<file path="config.mk">
export PLATFORM = sky130hd
export DESIGN_NAME = pwm_period_prescaler_calc
export DESIGN_NICKNAME = d
export VERILOG_FILES = /design/src/hw/rtl/ppc_pkg.sv /design/src/hw/rtl/pwm_period_prescaler_calc.sv /design/src/hw/rtl/ppc_div.sv
export SDC_FILE = /design/constraint.sdc
export NUM_CORES = 1
export LEC_CHECK = 0
export BUFFER_PORTS_ARGS = -buffer_cell sky130_fd_sc_hd__buf_2
export CORE_MARGIN = 5
export CORE_UTILIZATION = 50
export CTS_BUF_LIST = sky130_fd_sc_hd__clkbuf_4 sky130_fd_sc_hd__clkbuf_8 sky130_fd_sc_hd__clkbuf_16
export DETAILED_ROUTE_END_ITERATION = 8
export PLACE_DENSITY = 0.67
export REMOVE_ABC_BUFFERS = 1
export SYNTH_ARGS = -nofsm -noshare
export SYNTH_HDL_FRONTEND = slang
export SYNTH_HIERARCHICAL = 1
export SYNTH_SLANG_ARGS = --single-unit
</file>
<file path="constraint.sdc">
create_clock -name clk_i -period 7.55 [get_ports clk_i]
set_clock_uncertainty 0.1 [all_clocks]
set_input_delay 1.8875 -clock clk_i [delete_from_list [all_inputs] [get_ports clk_i]]
set_output_delay 1.8875 -clock clk_i [all_outputs]
set_load 0.01 [all_outputs]
</file>
<file path="src/hw/rtl/ppc_pkg.sv">
// Shared types, widths and constants of the PWM period and prescaler calculator.
`default_nettype none

package ppc_pkg;

  localparam int unsigned CHAN_W   = 3;
  localparam int unsigned TIME_W   = 27;
  localparam int unsigned TOTAL_W  = TIME_W + 1;
  localparam int unsigned SRC_W    = 31;
  localparam int unsigned CNT_W    = 10;
  localparam int unsigned PSC_W    = 16;
  localparam int unsigned STATUS_W = 2;
  localparam int unsigned SHIFT_W  = 5;

  localparam int unsigned NUM_W = CNT_W + TIME_W;
  localparam int unsigned DEN_W = TOTAL_W;

  localparam logic [SRC_W-1:0]   SRC_CLK0     = SRC_W'(64'h0157_C000 * 64'd80);
  localparam logic [SRC_W-1:0]   SRC_CLK1     = SRC_W'(64'h0177_0000 * 64'd80);
  localparam logic [NUM_W-1:0]   TICK_RATE    = NUM_W'(80_000_000);
  localparam logic [NUM_W-1:0]   PERIOD_LIMIT = NUM_W'(1000);
  localparam logic [DEN_W-1:0]   LAST_DIV     = DEN_W'(65535);
  localparam logic [SHIFT_W-1:0] LAST_SHIFT   = SHIFT_W'(15);
  localparam logic [SHIFT_W-1:0] LAST_STEP    = SHIFT_W'(16);

  localparam logic [STATUS_W-1:0] ST_OK         = 2'd0;
  localparam logic [STATUS_W-1:0] ST_ZERO_TOTAL = 2'd1;
  localparam logic [STATUS_W-1:0] ST_ZERO_FREQ  = 2'd2;
  localparam logic [STATUS_W-1:0] ST_NO_FIT     = 2'd3;

  typedef struct packed {
    logic             start;
    logic [NUM_W-1:0] num;
    logic [DEN_W-1:0] den;
  } div_req_t;

  typedef struct packed {
    logic             busy;
    logic             done;
    logic [NUM_W-1:0] quot;
  } div_rsp_t;

endpackage

`default_nettype wire

</file>
<file path="src/hw/rtl/pwm_period_prescaler_calc.sv">
// Top level: PWM period, prescaler and duty calculator on one shared divider.
// Each accepted request runs 1 to 21 divisions (frequency, divisor scan,
// prescaler, duty) in turn; a zero total is answered without any division.
// One item at a time: busy stays high until the result strobe.
// The single serial divider is shared by all steps; the result receiver cannot stall.
// Reset: rst_ni (async, active low) idles the sequencer and clears clock_select.
`default_nettype none

module pwm_period_prescaler_calc
  import ppc_pkg::*;
(
  input  wire logic                clk_i,
  input  wire logic                rst_ni,
  input  wire logic                cfg_valid_i,
  output logic                     cfg_ready_o,
  input  wire logic                cfg_data_i,
  input  wire logic                start,
  output logic                     busy,
  input  wire logic [CHAN_W-1:0]   channel_i,
  input  wire logic [TIME_W-1:0]   high_time_i,
  input  wire logic [TIME_W-1:0]   low_time_i,
  output logic                     valid_o,
  output logic [STATUS_W-1:0]      status_o,
  output logic [PSC_W-1:0]         prescaler_o,
  output logic [CNT_W-1:0]         period_count_o,
  output logic [CNT_W-1:0]         duty_count_o,
  output logic [1:0]               period_slot_o,
  output logic [CHAN_W-1:0]        duty_slot_o
);

  typedef enum logic [6:0] {
    P_IDLE = 7'b0000001,
    P_FREQ = 7'b0000010,
    P_LOOP = 7'b0000100,
    P_S65  = 7'b0001000,
    P_PSC1 = 7'b0010000,
    P_PSC2 = 7'b0100000,
    P_DUTY = 7'b1000000
  } phase_e;

  phase_e              state_q, state_d;
  logic                clk_sel_q;
  logic [SHIFT_W-1:0]  k_q, k_d, k_inc;
  logic [CHAN_W-1:0]   chan_q, chan_d;
  logic [TIME_W-1:0]   hi_q, hi_d;
  logic [TOTAL_W-1:0]  total_q, total_d, total_in;
  logic [SRC_W-1:0]    src_q, src_d, src_sh;
  logic [TIME_W-1:0]   freq_q, freq_d;
  logic [CNT_W-1:0]    p_q, p_d;
  logic [STATUS_W-1:0] status_q, status_d;
  logic [PSC_W-1:0]    psc_q, psc_d;
  logic [CNT_W-1:0]    duty_q, duty_d;
  logic                valid_q, valid_d;
  logic                accept;
  div_req_t            div_req;
  div_rsp_t            div_rsp;

  assign accept   = start && !busy;
  assign total_in = TOTAL_W'(high_time_i) + TOTAL_W'(low_time_i);
  assign k_inc    = k_q + SHIFT_W'(1);
  assign src_sh   = src_q >> k_inc;

  always_comb begin
    state_d     = state_q;
    k_d         = k_q;
    chan_d      = chan_q;
    hi_d        = hi_q;
    total_d     = total_q;
    src_d       = src_q;
    freq_d      = freq_q;
    p_d         = p_q;
    status_d    = status_q;
    psc_d       = psc_q;
    duty_d      = duty_q;
    valid_d     = 1'b0;
    div_req     = '0;
    unique case (state_q)
      P_IDLE: begin
        if (accept) begin
          chan_d   = channel_i;
          hi_d     = high_time_i;
          total_d  = total_in;
          src_d    = clk_sel_q ? SRC_CLK1 : SRC_CLK0;
          k_d      = '0;
          p_d      = '0;
          psc_d    = '0;
          duty_d   = '0;
          status_d = ST_OK;
          if (total_in == '0) begin
            status_d = ST_ZERO_TOTAL;
            valid_d  = 1'b1;
          end else begin
            div_req.start = 1'b1;
            div_req.num   = TICK_RATE;
            div_req.den   = total_in;
            state_d       = P_FREQ;
          end
        end
      end
      P_FREQ: begin
        if (div_rsp.done) begin
          freq_d = div_rsp.quot[TIME_W-1:0];
          if (div_rsp.quot == '0) begin
            status_d = ST_ZERO_FREQ;
            valid_d  = 1'b1;
            state_d  = P_IDLE;
          end else begin
            k_d           = k_inc;
            div_req.start = 1'b1;
            div_req.num   = NUM_W'(src_sh);
            div_req.den   = DEN_W'(div_rsp.quot[TIME_W-1:0]);
            state_d       = P_LOOP;
          end
        end
      end
      P_LOOP: begin
        if (div_rsp.done) begin
          if (div_rsp.quot < PERIOD_LIMIT) begin
            if (div_rsp.quot == '0) begin
              status_d = ST_NO_FIT;
              valid_d  = 1'b1;
              state_d  = P_IDLE;
            end else begin
              p_d           = div_rsp.quot[CNT_W-1:0];
              div_req.start = 1'b1;
              div_req.num   = NUM_W'(src_q);
              div_req.den   = DEN_W'(freq_q);
              state_d       = P_PSC1;
            end
          end else if (k_q == LAST_STEP) begin
            status_d = ST_NO_FIT;
            valid_d  = 1'b1;
            state_d  = P_IDLE;
          end else if (k_q == LAST_SHIFT) begin
            k_d           = LAST_STEP;
            div_req.start = 1'b1;
            div_req.num   = NUM_W'(src_q);
            div_req.den   = LAST_DIV;
            state_d       = P_S65;
          end else begin
            k_d           = k_inc;
            div_req.start = 1'b1;
            div_req.num   = NUM_W'(src_sh);
            div_req.den   = DEN_W'(freq_q);
          end
        end
      end
      P_S65: begin
        if (div_rsp.done) begin
          div_req.start = 1'b1;
          div_req.num   = div_rsp.quot;
          div_req.den   = DEN_W'(freq_q);
          state_d       = P_LOOP;
        end
      end
      P_PSC1: begin
        if (div_rsp.done) begin
          div_req.start = 1'b1;
          div_req.num   = div_rsp.quot;
          div_req.den   = DEN_W'(p_q);
          state_d       = P_PSC2;
        end
      end
      P_PSC2: begin
        if (div_rsp.done) begin
          psc_d         = div_rsp.quot[PSC_W-1:0] - PSC_W'(1);
          div_req.start = 1'b1;
          div_req.num   = NUM_W'(p_q) * NUM_W'(hi_q);
          div_req.den   = total_q;
          state_d       = P_DUTY;
        end
      end
      P_DUTY: begin
        if (div_rsp.done) begin
          duty_d  = div_rsp.quot[CNT_W-1:0];
          valid_d = 1'b1;
          state_d = P_IDLE;
        end
      end
      default: state_d = P_IDLE;
    endcase
  end

  always_ff @(posedge clk_i or negedge rst_ni) begin
    if (!rst_ni) begin
      state_q   <= P_IDLE;
      valid_q   <= 1'b0;
      clk_sel_q <= 1'b0;
      k_q       <= '0;
    end else begin
      state_q <= state_d;
      valid_q <= valid_d;
      k_q     <= k_d;
      if (cfg_valid_i && cfg_ready_o) begin
        clk_sel_q <= cfg_data_i;
      end
    end
  end

  always_ff @(posedge clk_i) begin
    chan_q   <= chan_d;
    hi_q     <= hi_d;
    total_q  <= total_d;
    src_q    <= src_d;
    freq_q   <= freq_d;
    p_q      <= p_d;
    status_q <= status_d;
    psc_q    <= psc_d;
    duty_q   <= duty_d;
  end

  ppc_div u_div (
    .clk_i  (clk_i),
    .rst_ni (rst_ni),
    .req_i  (div_req),
    .rsp_o  (div_rsp)
  );

  assign cfg_ready_o    = 1'b1;
  assign busy           = (state_q != P_IDLE);
  assign valid_o        = valid_q;
  assign status_o       = status_q;
  assign prescaler_o    = psc_q;
  assign period_count_o = p_q;
  assign duty_count_o   = duty_q;
  assign period_slot_o  = chan_q[CHAN_W-1:1];
  assign duty_slot_o    = chan_q;

  a_err_zero: assert property (@(posedge clk_i) disable iff (!rst_ni)
    valid_q && (status_q != ST_OK) |-> (p_q == '0) && (psc_q == '0) && (duty_q == '0))
    else $error("error result with nonzero counts");

  a_ok_period: assert property (@(posedge clk_i) disable iff (!rst_ni)
    valid_q && (status_q == ST_OK) |-> (p_q != '0) && (p_q < CNT_W'(1000)))
    else $error("ok result with period out of range");

  a_div_active: assert property (@(posedge clk_i) disable iff (!rst_ni)
    (state_q != P_IDLE) |-> div_rsp.busy || div_rsp.done)
    else $error("sequencer waits on an idle divider");

endmodule

`default_nettype wire

</file>
<file path="src/hw/rtl/ppc_div.sv">
// Restoring integer divider, one quotient bit per cycle.
`default_nettype none

module ppc_div
  import ppc_pkg::*;
(
  input  wire logic     clk_i,
  input  wire logic     rst_ni,
  input  wire div_req_t req_i,
  output div_rsp_t      rsp_o
);

  localparam int unsigned StepW = $clog2(NUM_W + 1);

  logic             busy_q, busy_d;
  logic             done_q, done_d;
  logic [StepW-1:0] cnt_q, cnt_d;
  logic [NUM_W-1:0] num_q, num_d;
  logic [DEN_W-1:0] rem_q, rem_d;
  logic [DEN_W-1:0] den_q, den_d;
  logic [DEN_W:0]   rem_sh;
  logic [DEN_W:0]   diff;
  logic             qbit;

  assign rem_sh = {rem_q, num_q[NUM_W-1]};
  assign diff   = rem_sh - {1'b0, den_q};
  assign qbit   = (rem_sh >= {1'b0, den_q});

  always_comb begin
    busy_d = busy_q;
    done_d = 1'b0;
    cnt_d  = cnt_q;
    num_d  = num_q;
    rem_d  = rem_q;
    den_d  = den_q;
    if (req_i.start) begin
      busy_d = 1'b1;
      cnt_d  = StepW'(NUM_W);
      num_d  = req_i.num;
      rem_d  = '0;
      den_d  = req_i.den;
    end else if (busy_q) begin
      num_d = {num_q[NUM_W-2:0], qbit};
      rem_d = qbit ? diff[DEN_W-1:0] : rem_sh[DEN_W-1:0];
      cnt_d = cnt_q - StepW'(1);
      if (cnt_q == StepW'(1)) begin
        busy_d = 1'b0;
        done_d = 1'b1;
      end
    end
  end

  always_ff @(posedge clk_i or negedge rst_ni) begin
    if (!rst_ni) begin
      busy_q <= 1'b0;
      done_q <= 1'b0;
      cnt_q  <= '0;
    end else begin
      busy_q <= busy_d;
      done_q <= done_d;
      cnt_q  <= cnt_d;
    end
  end

  always_ff @(posedge clk_i) begin
    num_q <= num_d;
    rem_q <= rem_d;
    den_q <= den_d;
  end

  assign rsp_o.busy = busy_q;
  assign rsp_o.done = done_q;
  assign rsp_o.quot = num_q;

  a_no_restart: assert property (@(posedge clk_i) disable iff (!rst_ni)
    req_i.start |-> !busy_q)
    else $error("divider restarted while running");

  a_done_pulse: assert property (@(posedge clk_i) disable iff (!rst_ni)
    done_q |=> !done_q)
    else $error("divider done longer than one cycle");

  a_done_after_run: assert property (@(posedge clk_i) disable iff (!rst_ni)
    $rose(done_q) |-> $past(busy_q) && !busy_q)
    else $error("divider done without a run");

endmodule

`default_nettype wire

</file>
==> impl_table.tex, run 1 <==
\begin{tabular}{lr}
\hline
Metric & Value \\
\hline
\multicolumn{2}{l}{\textbf{Finish}} \\
End-of-flow core utilization & a little over half \\
Post-route cell area & 0.0261 mm2 \\
Count of non-filler cells in the finished layout & about 3,300 \\
Proportion of layout cells with a drive suffix above 1 & 11.2\% \\
Antenna Diode Count & 0 \\
Top library cells by usage in the layout, fill and taps aside & sky130\_fd\_sc\_hd\_\_nand2\_1, sky130\_fd\_sc\_hd\_\_inv\_1, sky130\_fd\_sc\_hd\_\_fa\_1 \\
Layout net count & 3,052 \\
Most common library cell in the layout ignoring fill and taps & sky130\_fd\_sc\_hd\_\_nand2\_1 \\
Area growth, synth to finish & 7.84\% \\
\multicolumn{2}{l}{\textbf{Worst setup path}} \\
Kind of start point of the critical path & flop \\
Reg2Reg Depth & 20 \\
Sequence of cells on the critical path & nand2\_1, fa\_1, fa\_1, inv\_1, fa\_1, fa\_1, inv\_1, fa\_1, inv\_1, ha\_1, a211oi\_1, nor2\_1, o31ai\_1, o21ai\_0, a31o\_2, a211oi\_1, o21ai\_0, nand2b\_1, o22a\_1, mux2\_2 \\
Setup crit start & period\_count\_o[4] \\
End point of the critical path & u\_div/num\_q[22] \\
Worst setup path class & reg -> reg \\
Crit. End Element & flop \\
Top cell by count, worst path & sky130\_fd\_sc\_hd\_\_fa\_1 \\
Data required time at the worst endpoint & 7.80 ns \\
Reg-to-Reg End & u\_div/num\_q[22] \\
Delay of the slowest critical-path stage & 0.80 ns \\
Internal reg-to-reg setup slack & 0.55 ns \\
CP max stage cell & sky130\_fd\_sc\_hd\_\_edfxtp\_1 \\
Critical Path AT & 7.25 ns \\
Buffers \& Inverters on Critical Path & 3 \\
Stages on the worst setup path & 20 \\
Largest fanout on the critical path & 14 \\
Kind of cell with the highest combined delay on the critical path & adder cells \\
Source of the worst register-to-register timing path & period\_count\_o[4] \\
\multicolumn{2}{l}{\textbf{Clocking}} \\
CTS tree & yes \\
Number of buffers inserted to repair setup after CTS & 0 \\
Hold buffer count at CTS & 0 \\
Inserted Clock Buffers & 30 \\
Clk buf depth & 3 \\
Clock tree sinks & 240 \\
Number of resized instances in the post-cts repair step & 0 \\
H-Tree Depth & 1 \\
Worst-skew pair later-pin latency & 0.60 ns \\
Clock transition at path regs & 0.06 ns \\
Clk root buf & sky130\_fd\_sc\_hd\_\_clkbuf\_16 \\
\multicolumn{2}{l}{\textbf{Detailed routing}} \\
Remaining DRCs & 0 \\
Total number of vias & 20,427 \\
Total wire length after detailed routing & approximately 74,000 um \\
Routed wirelength normalized by instance count & around 22 um \\
Antenna violation net count after detailed routing & 0 \\
DR pass1 iterations & 7 \\
Mean number of vias per cell & 6.20 \\
Initial DRC count & 2,302 \\
\multicolumn{2}{l}{\textbf{Logic synthesis}} \\
Cells after synthesis & 2,641 \\
Total standard cell area after synthesis & between 0.02 and 0.025 mm2 \\
Number of synthesis warnings & 6 \\
Mapped Avg Cell Area & roughly 9.2 um2 \\
\multicolumn{2}{l}{\textbf{Die}} \\
Floorplan Core Area & 0.0478 mm2 \\
Height of the die & $\sim$230 um \\
Total I/O pin count & 108 \\
Chip width & 230 um \\
Core Rows & 80 \\
Initial cell density of the core & 50.6\% \\
Die area & 0.0529 mm2 \\
\multicolumn{2}{l}{\textbf{GRT}} \\
Routing usage on met2 & 46.5\% \\
Wire length of the first global-routing pass & $\sim$120,000 um \\
Busiest grt layer & met2 \\
Initial antenna violation count & 0 \\
Global routing usage summed across all routing layers & 27.7\% \\
Via count of the first global-routing pass & about 21,000 \\
Met3 global-route usage & 4.75\% \\
Largest net degree at the start of global routing & 65 \\
Aggregate global routing overflow & 0 \\
Global-route met1 utilization & 36.2\% \\
\multicolumn{2}{l}{\textbf{STA}} \\
Headroom to the max-slew limit & 36.5\% \\
Count of final max-slew check failures & 0 \\
RSZ-0062 raised after global routing & false \\
Least-Margin Pin Slew & 0.953 ns \\
Time the worst path needs with I/O delays and setup & 7.00 ns \\
Share of the cycle needed by the critical path after routing & around 93\% \\
Setup violations, final & 0 \\
Final hold violations & 0 \\
Highest clock frequency the design can meet & 143 MHz \\
Final total negative setup slack & 0 ns \\
\multicolumn{2}{l}{\textbf{Hold path}} \\
Classification of the worst-slack hold path & reg -> reg \\
\multicolumn{2}{l}{\textbf{Placed design}} \\
Cell Area, Placed & 0.0251 mm2 \\
Detailed-placement wirelength estimate & 56,200 um \\
Port bufs & between 100 and 150 \\
Final Wtd Congestion & 0.950 \\
Total placed cells including tap cells & between 3,000 and 4,000 \\
\multicolumn{2}{l}{\textbf{Status}} \\
Result of the run & complete, no violations \\
\multicolumn{2}{l}{\textbf{Run}} \\
Number of max-capacitance violations reported & 0 \\
\hline
\end{tabular}
-- state kept, by name, summed over array words and instances (netlist names) --
signal          flops
period_count_o     10
state_q             7
u_div/cnt_q         6
total_q            28
k_q                 5
u_div/den_q        28
u_div/rem_q        28
u_div/num_q        37
hi_q               27
valid_o             1
src_q               2
u_div/done_q        1
clk_sel_q           1
status_o            2
u_div/busy_q        1
prescaler_o        16
duty_count_o       10
freq_q             27
duty_slot_o         3
-- routing by layer --
layer / routed length (um) / up-vias
met2: 35000 / 897
met3: 5830 / 184
met5: 0 / -
met1: 29900 / 10086
met4: 3210 / 0
li1: - / 9260
-- cell type report --
type,count,area [um2]
Fill cell,4378,21800
Multi-Input combinational cell,1967,15600
Sequential cell,240,6820
Inverter,276,1040
Clock buffer,37,816
Timing Repair Buffer,141,806
Tap cell,615,769
Clock inverter,19,198
-- stage by stage --
step	worst slack, ns	hold slack, ns
after CTS	0.631	0.367
after floorplan	-2.85	0.325
after global placement	0.819	0.348
after detailed placement	0.688	0.353
after global routing	0.207	0.387
final	0.550	0.364
-- worst min-delay path by stage --
stage | cells past startpoint | to | slack (ns) | startpoint
3_5_place_dp | 0 | src_q[26] | 0.35 | clk_sel_q
2_1_floorplan | 0 | src_q[26] | 0.32 | clk_sel_q
4_1_cts | 0 | src_q[26] | 0.37 | clk_sel_q
6_report | 0 | src_q[26] | 0.36 | clk_sel_q
5_1_grt | 0 | src_q[26] | 0.39 | clk_sel_q
3_3_place_gp | 0 | src_q[26] | 0.35 | clk_sel_q
Power of run 1 is left out: the tool's default activity adds up to more than one toggle a clock period on the data nets, which glitch-free logic cannot reach.
==> run 2, diff against run 1 <==
Settings changed: BUFFER_PORTS_ARGS -buffer_cell sky130_fd_sc_hd__buf_2 to -buffer_cell sky130_fd_sc_hd__buf_4, CORE_MARGIN 5 to 4, CORE_UTILIZATION 50 to 45, PLACE_DENSITY 0.67 to not set.
==> impl_table.tex, run 2 (same netlist as run 1, synthesis figures left out) <==
\begin{tabular}{lr}
\hline
Metric & Value \\
\hline
\multicolumn{2}{l}{\textbf{Status}} \\
Result of the run & complete, no violations (unchanged) \\
\multicolumn{2}{l}{\textbf{Clocking}} \\
Clock transition at path regs & 0.07 ns (was 0.06 ns) \\
Number of resized instances in the post-cts repair step & 0 (unchanged) \\
Hold buffer count at CTS & 0 (unchanged) \\
Inserted Clock Buffers & 30 (unchanged) \\
Number of buffers inserted to repair setup after CTS & 0 (unchanged) \\
Worst-skew pair later-pin latency & 0.60 ns (about the same) \\
H-Tree Depth & 1 (unchanged) \\
Clk root buf & sky130\_fd\_sc\_hd\_\_clkbuf\_16 (unchanged) \\
Clock tree sinks & 240 (unchanged) \\
Clk buf depth & 3 (unchanged) \\
CTS tree & yes (unchanged) \\
\multicolumn{2}{l}{\textbf{Worst setup path}} \\
Largest fanout on the critical path & 23 (was 14) \\
Source of the worst register-to-register timing path & period\_count\_o[6] (was period\_count\_o[4]) \\
Delay of the slowest critical-path stage & 0.64 ns (was 0.80 ns) \\
Top cell by count, worst path & sky130\_fd\_sc\_hd\_\_fa\_1 (unchanged) \\
Worst setup path class & reg -> reg (unchanged) \\
Critical Path AT & 7.19 ns (was 7.25 ns) \\
Data required time at the worst endpoint & 7.80 ns (about the same) \\
Setup crit start & period\_count\_o[6] (was period\_count\_o[4]) \\
Kind of start point of the critical path & flop (unchanged) \\
Crit. End Element & flop (unchanged) \\
CP max stage cell & sky130\_fd\_sc\_hd\_\_edfxtp\_1 (unchanged) \\
Internal reg-to-reg setup slack & 0.62 ns (was 0.55 ns) \\
Sequence of cells on the critical path & buf\_4, and2\_1, fa\_1, fa\_1, fa\_1, fa\_1, inv\_1, fa\_1, inv\_1, ha\_1, o21ai\_0, nor2\_1, o31ai\_1, nor2\_1, o21ai\_0, a211oi\_1, a311o\_1, nor4\_1, nor2\_1, mux2\_2 (was nand2\_1, fa\_1, fa\_1, inv\_1, fa\_1, fa\_1, inv\_1, fa\_1, inv\_1, ha\_1, a211oi\_1, nor2\_1, o31ai\_1, o21ai\_0, a31o\_2, a211oi\_1, o21ai\_0, nand2b\_1, o22a\_1, mux2\_2) \\
\multicolumn{2}{l}{\textbf{Finish}} \\
Most common library cell in the layout ignoring fill and taps & sky130\_fd\_sc\_hd\_\_nand2\_1 (unchanged) \\
Post-route cell area & 0.0264 mm2 (was 0.0261 mm2) \\
Antenna Diode Count & 0 (unchanged) \\
Proportion of layout cells with a drive suffix above 1 & 11.0\% (was 11.2\%) \\
Top library cells by usage in the layout, fill and taps aside & sky130\_fd\_sc\_hd\_\_nand2\_1, sky130\_fd\_sc\_hd\_\_inv\_1, sky130\_fd\_sc\_hd\_\_fa\_1 (unchanged) \\
Register with the highest flop count & u\_div/num\_q (unchanged) \\
Largest register FFs & 37 (unchanged) \\
Area growth, synth to finish & 9.28\% (was 7.84\%) \\
Layout net count & 3,047 (was 3,052) \\
\multicolumn{2}{l}{\textbf{STA}} \\
RSZ-0062 raised after global routing & false (unchanged) \\
Headroom to the max-slew limit & 11.3\% (was 36.5\%) \\
Final hold violations & 0 (unchanged) \\
Share of the cycle needed by the critical path after routing & 91.8\% (was 92.7\%) \\
Count of final max-slew check failures & 0 (unchanged) \\
Highest clock frequency the design can meet & 144 MHz (was 143 MHz) \\
Least-Margin Pin Slew & 1.32 ns (was 0.953 ns) \\
Time the worst path needs with I/O delays and setup & 6.93 ns (was 7.00 ns) \\
Setup violations, final & 0 (unchanged) \\
\multicolumn{2}{l}{\textbf{Hold path}} \\
Worst Hold Launch & clk\_sel\_q (unchanged) \\
Classification of the worst-slack hold path & reg -> reg (unchanged) \\
\multicolumn{2}{l}{\textbf{Detailed routing}} \\
Mean number of vias per cell & 6.06 (was 6.20) \\
Initial DRC count & 1,913 (was 2,302) \\
Remaining DRCs & 0 (unchanged) \\
Total number of vias & 20,392 (was 20,427) \\
Antenna violation net count after detailed routing & 0 (unchanged) \\
DR pass1 iterations & 9 (was 7) \\
Total wire length after detailed routing & 75,900 um (was 74,000 um) \\
Routed wirelength normalized by instance count & 22.6 um (was 22.5 um) \\
\multicolumn{2}{l}{\textbf{Die}} \\
Die area & 0.0575 mm2 (was 0.0529 mm2) \\
Height of the die & 240 um (was 230 um) \\
Initial cell density of the core & 45.8\% (was 50.6\%) \\
Core Rows & 84 (was 80) \\
Total I/O pin count & 108 (unchanged) \\
Chip width & 240 um (was 230 um) \\
Floorplan Core Area & 0.0529 mm2 (was 0.0478 mm2) \\
\multicolumn{2}{l}{\textbf{Placed design}} \\
Cell Area, Placed & 0.0254 mm2 (was 0.0251 mm2) \\
Detailed-placement wirelength estimate & 57,500 um (was 56,200 um) \\
Port bufs & 106 (unchanged) \\
Final Wtd Congestion & 0.925 (was 0.950) \\
\multicolumn{2}{l}{\textbf{GRT}} \\
Global routing usage summed across all routing layers & 26.2\% (was 27.7\%) \\
Initial antenna violation count & 0 (unchanged) \\
Aggregate global routing overflow & 0 (unchanged) \\
Largest net degree at the start of global routing & 63 (was 65) \\
Via count of the first global-routing pass & 20,590 (was 20,973) \\
Wire length of the first global-routing pass & 119,000 um (was 118,000 um) \\
\multicolumn{2}{l}{\textbf{Run}} \\
Number of max-capacitance violations reported & 0 (unchanged) \\
\hline
\end{tabular}
run 2: changes by cell type in the layout (fill, tap and decap cells not counted), sizes merged:
cell,previous run,this run
inv,275,276
buf,141,136
clkinvlp,6,1
bufinv,2,4
clkinv,12,14
run 2: path summary, 6_finish.rpt:
check / cells past startpoint / endpoint
max: 20 / u_div/num_q[26]
min: 0 / src_q[26]
max reg2reg: 20 / u_div/num_q[26]
min reg2reg: 0 / src_q[26]
max in group asynchronous: 1 / state_q[0]
min in group asynchronous: 1 / u_div/cnt_q[1]
run 2: layout make-up:
class / instances / area (um2)
fill: 5014 / 26400
multi-input combinational: 1967 / 15600
sequential: 240 / 6820
inverter: 276 / 1040
timing repair buffer: 136 / 1030
tap: 688 / 861
clock buffer: 37 / 803
clock inverter: 19 / 240
run 2: worst max-delay path: cells and delay by family (launching register included):
family                   cells  cell delay, ns
AO/OA/AOI/OAI                5            1.54
adder cells (fa/ha/maj)      6            2.87
buffers and inverters        3            0.49
flip-flops                   1            0.64
multiplexers                 1            0.27
AND/OR/NAND/NOR              5            0.75
run 2: layer usage:
layer	GRT usage, %	routed length, um	vias up
met5	0	0	-
met4	7.10	2430	0
met3	3.19	4990	123
met2	45.2	37100	793
met1	35.0	31400	10235
li1	-	-	9241
run 2: per-stage QoR:
stage | worst slack [ns] | setup TNS, ns | util (%) | std cells | hold WS, ns
2_1_floorplan | -2.85 | -305.37 | - | 2483 | 0.325
3_3_place_gp | 0.827 | 0 | 48.0 | 3307 | 0.351
3_5_place_dp | 0.704 | 0 | 48.0 | 3307 | 0.349
4_1_cts | 0.665 | 0 | 50.0 | 3363 | 0.364
5_1_grt | 0.210 | 0 | 50.0 | 3363 | 0.395
6_report | 0.615 | 0 | 50.0 | 3363 | 0.361
Power of run 2 is left out for the same reason.
